==> src/llsf_pkg.sv <==
// Shared constants, types and helpers for the least-squares line fit.
package llsf_pkg;

  localparam int MAX_SAMPLES = 1024;
  localparam int FRAC_BITS   = 12;
  localparam int SAMPLE_W    = 24;
  localparam int N_W         = $clog2(MAX_SAMPLES) + 1;
  localparam int SUM_W       = SAMPLE_W + N_W - 1;
  localparam int PROD_W      = 2 * SAMPLE_W;
  localparam int SQ_W        = PROD_W + N_W - 1;
  localparam int OUT_W       = 48;
  localparam int R2_W        = 31;
  localparam int WIDE_W      = 176;
  localparam int MUL_B_W     = 72;
  localparam int CNT_W       = $clog2(WIDE_W + 1);
  localparam int QDEPTH      = 2;
  localparam int QCNT_W      = $clog2(QDEPTH + 1);

  typedef logic signed [WIDE_W-1:0] wide_t;

  typedef struct packed {
    logic [N_W-1:0]          n;
    logic signed [SUM_W-1:0] sx;
    logic signed [SUM_W-1:0] sy;
    logic signed [SQ_W-1:0]  sxy;
    logic signed [SQ_W-1:0]  sxx;
    logic [SQ_W-1:0]         syy;
    logic                    dropped;
  } fit_rec_t;

  typedef enum logic {
    AR_MUL,
    AR_DIV
  } arith_op_t;

  typedef enum logic [1:0] {
    AS_IDLE,
    AS_RUN,
    AS_FIN
  } arith_state_t;

  typedef enum logic [4:0] {
    BS_IDLE,
    BS_M_NSXY,
    BS_M_SXSY,
    BS_M_NSXX,
    BS_M_SXSX,
    BS_CHECK,
    BS_D_SLOPE,
    BS_M_SYD,
    BS_M_NSX,
    BS_M_ND,
    BS_D_ICPT,
    BS_M_NSYY,
    BS_M_SYSY,
    BS_CHECK_T,
    BS_M_NN,
    BS_M_DT,
    BS_D_R2,
    BS_OUT
  } back_state_t;

  localparam wide_t SAT_MAX = {{(WIDE_W-OUT_W+1){1'b0}}, {(OUT_W-1){1'b1}}};
  localparam wide_t SAT_MIN = {{(WIDE_W-OUT_W+1){1'b1}}, {(OUT_W-1){1'b0}}};
  localparam wide_t R2_ONE  = wide_t'(64'd1 << (R2_W - 1));

  function automatic wide_t abs_wide(input wide_t v);
    abs_wide = v[WIDE_W-1] ? -v : v;
  endfunction

  function automatic logic [OUT_W-1:0] sat48(input wide_t v);
    logic [OUT_W-1:0] r;
    if (v > SAT_MAX) r = SAT_MAX[OUT_W-1:0];
    else if (v < SAT_MIN) r = SAT_MIN[OUT_W-1:0];
    else r = v[OUT_W-1:0];
    sat48 = r;
  endfunction

endpackage

==> src/llsf_queue.sv <==
// Two-entry queue of finished sums between intake and solver.
module llsf_queue import llsf_pkg::*; (
  input  logic              clk,
  input  logic              rst,
  input  logic              push,
  input  fit_rec_t          push_rec,
  input  logic              pop,
  output logic              not_empty,
  output fit_rec_t          head,
  output logic [QCNT_W-1:0] count
);

  fit_rec_t entries [QDEPTH];
  logic     wr_ptr;
  logic     rd_ptr;

  assign not_empty = count != '0;
  assign head      = entries[rd_ptr];

  always_ff @(posedge clk) begin
    if (push) entries[wr_ptr] <= push_rec;
  end

  always_ff @(posedge clk) begin
    if (rst) begin
      wr_ptr <= 1'b0;
      rd_ptr <= 1'b0;
      count  <= '0;
    end else begin
      if (push) wr_ptr <= ~wr_ptr;
      if (pop) rd_ptr <= ~rd_ptr;
      count <= count + QCNT_W'(push) - QCNT_W'(pop);
    end
  end

endmodule

==> config.mk <==
export PLATFORM = sky130hd
export DESIGN_NAME = llsf_queue
export DESIGN_NICKNAME = d
export VERILOG_FILES = /design/src/llsf_pkg.sv /design/src/llsf_queue.sv
export SDC_FILE = /design/constraint.sdc
export NUM_CORES = 1
export LEC_CHECK = 0
export BUFFER_PORTS_ARGS = -buffer_cell sky130_fd_sc_hd__buf_2
export CAP_MARGIN = 20
export CORE_ASPECT_RATIO = 0.75
export CORE_UTILIZATION = 49
export CTS_BUF_LIST = sky130_fd_sc_hd__clkbuf_8
export DETAILED_ROUTE_END_ITERATION = 10
export MAX_ROUTING_LAYER = met4
export PLACE_DENSITY = 0.78
export SLEW_MARGIN = 20
export SYNTH_ARGS = -nofsm -noshare
export SYNTH_HDL_FRONTEND = slang
export SYNTH_SLANG_ARGS = --single-unit
==> constraint.sdc <==
create_clock -name clk -period 13.4 [get_ports clk]
set_input_delay 0.67 -clock clk [delete_from_list [all_inputs] [get_ports clk]]
set_output_delay 0.67 -clock clk [all_outputs]
set_load 0.05 [all_outputs]
==> impl_metrics.yaml <==
sta:
  hold_viol_final: 0
  post-route-period-util: 0.3356
  rsz0062_at_grt: "false"
  fin_skew_ns: 0.03954
  final-setup-viol-count: 0
  fin_crit_ns: 4.497
  fmax_mhz: 222.4
  drv_slew: 0
  setup-tns-final_ns: 0
  slew_headroom: 0.3146
  worst_pin_slew_ns: 1.028
run_status:
  status: "finished clean"
synth:
  seq_area_frac_synth: 0.8183
  synth-edff-count: 508
  synth_cells: 810
  synth_ff_type: "edfxtp_1"
  synth_top_cells_by_count: "edfxtp_1, mux2_2, mux2_4"
  syn_avg_cell_area_um2: 23.17
  synth-async-reset-ratio: 0
  yosysTopAreaCellShare: 0.8130
  synth_most_common_cell: "edfxtp_1"
  yosysWarnings: 0
  synth.area.top_cells: "edfxtp_1, mux2_2, mux2_4"
  yosysUniqueCellTypes: 15
  syn_area_um2: 18760
  synth_top_area_cell: "edfxtp_1"
  synth_nets: 1070
  ys_seq_elements: 513
placed_design:
  io_buffers: 514
  dp_hpwl_um: 27210
  gp_congestion: 0.8387
detailed_routing:
  routed_wl_um: 40490
  detail_route.wl_per_cell_um: 20.65
  antenna_left: 0
  routed-via-count: 9764
  vias_per_cell: 4.979
  drtPass1Iterations: 4
  drc_errors: 0
  drt_iter0_drc: 613
final_layout:
  drive_gt1_frac: 0.6098
  nets: 1647
  regArea_um2: 15360
  area.growth.synth_to_final_pct: 24.51
  multi_input_area_um2: 3201
  fillers: 2663
worst_setup_path:
  path_class: "reg2out"
  critPathCaptureType: "output port"
  cp.required_ns: 12.73
  start_kind: "flop"
  worstPathArrival_ns: 3.83
  path_max_fanout: 54
  rrSetupSlack_ns: 10.10
clock_network:
  post_cts_buffers: 0
  cts_num_sinks: 513
  cts_made_buffers: 78
  clk_path_buf_depth: 3
  tritoncts: "done"
  cts_max_level: 3
  ctsHoldBuffers: 0
  root_buffer: "clkbuf_8"
  cts_resized: 0
  path_clk_slew_ns: 0.07
  clk_latency_ns: 0.61
floorplan:
  start_util: 0.5017
  row_count: 61
  ios: 515
  dieArea_um2: 39090
  core-area_um2: 37400
  die_h_um: 171.5
  die_w_um: 228.0
power_and_ir_drop:
  vdd_drop_max_v: 0.0001188
  p_leak_nw: 8.975
  p_total_mw: 3.774
  powerDensity_nw_per_um2: 161.5
grt:
  grt_antenna_before_repair: 12
  grt_max_degree: 76
  grt_overflow: 0
  grt_pass1_wl_um: 57320
  grt_pass1_vias: 10160
  grt_usage: 0.2037
min_path:
  hp-class: "in2reg"
flow_run:
  maxCapViolCount: 0
-- logic make-up (layout without fill, tap and decap cells) --
logic type	Yosys count	count (layout)	synth area share
XOR/XNOR	3	3	0.002134
adder cells (fa/ha/maj)	2	2	0.001333
buffers and inverters	30	663	0.01167
flip-flops	513	513	0.8183
multiplexers	254	254	0.1644
other	0	14	0
AND/OR/NAND/NOR	8	8	0.002134
-- where the power goes --
part           internal (mW)  switching (mW)  leakage, nW
registers               1.88          0.0307         4.81
clock network          0.628           0.575        0.840
logic                  0.189           0.475         3.33
-- final timing paths --
kind                startpoint         endpoint  cells after the start
setup / recovery          flop         head[49]                      5
hold / removal    push_rec[28]   entries[1][28]                      1
setup reg to reg        wr_ptr  entries[1][223]                      3
hold reg to reg         rd_ptr             flop                      2
-- state kept, by name (all words and copies together), names as in the netlist, named ones only --
signal	cells
rd_ptr	1
wr_ptr	1
count	2
entries	508
-- per-layer routing --
layer	share of wire	GRT usage
met5	0	-
met4	0.034	0.09834
met3	0.082	0.07046
met2	0.50	0.3238
met1	0.39	0.2331
-- cells in the final DEF (no fill, tap or decap), drive strengths merged --
| cell | instances |
|---|---|
| bufinv | 3 |
| nor2 | 4 |
| or2 | 1 |
| clkinv | 18 |
| diode | 14 |
| clkbuf | 82 |
| xnor2 | 2 |
| buf | 525 |
| ha | 2 |
| xnor3 | 1 |
| mux2 | 254 |
| edfxtp | 508 |
| clkinvlp | 2 |
| inv | 33 |
| dfxtp | 5 |
| and2 | 1 |
| nor2b | 2 |
-- through the flow --
| step | hold WS (ns) | setup slack (ns) | utilization | cell area (µm²) | cells |
|---|---|---|---|---|---|
| finish | 0.2377 | 8.903 | 0.6247 | 23360 | 1961 |
| global route | 0.1848 | 8.686 | 0.6246 | 23360 | 1959 |
| global placement | 0.4948 | 9.404 | 0.5841 | 21840 | 1810 |
| CTS | 0.1724 | 8.636 | 0.6231 | 23300 | 1946 |
| detailed placement | 0.5196 | 9.330 | 0.5841 | 21840 | 1810 |
| floorplan | 0.4799 | 0.8958 | - | 18760 | 810 |
-- worst max-delay path, cell delays in order, from the launching register on --
cell and delay, ns:
dfxtp_4 0.82, buf_4 0.53, buf_16 0.29, buf_4 0.77, mux2_2 0.42, buf_2 0.21
-- area by class of cell --
type                       instances  share of cell area
antenna                           14            0.001499
clock buffer                      82             0.04830
clock inverter                    54             0.01403
inverter                           2           0.0003213
multi-input combinational        267              0.1370
sequential                       513              0.6574
tap                              504             0.02699
timing repair buffer             525              0.1145
(Power assumes the default switching activity.)
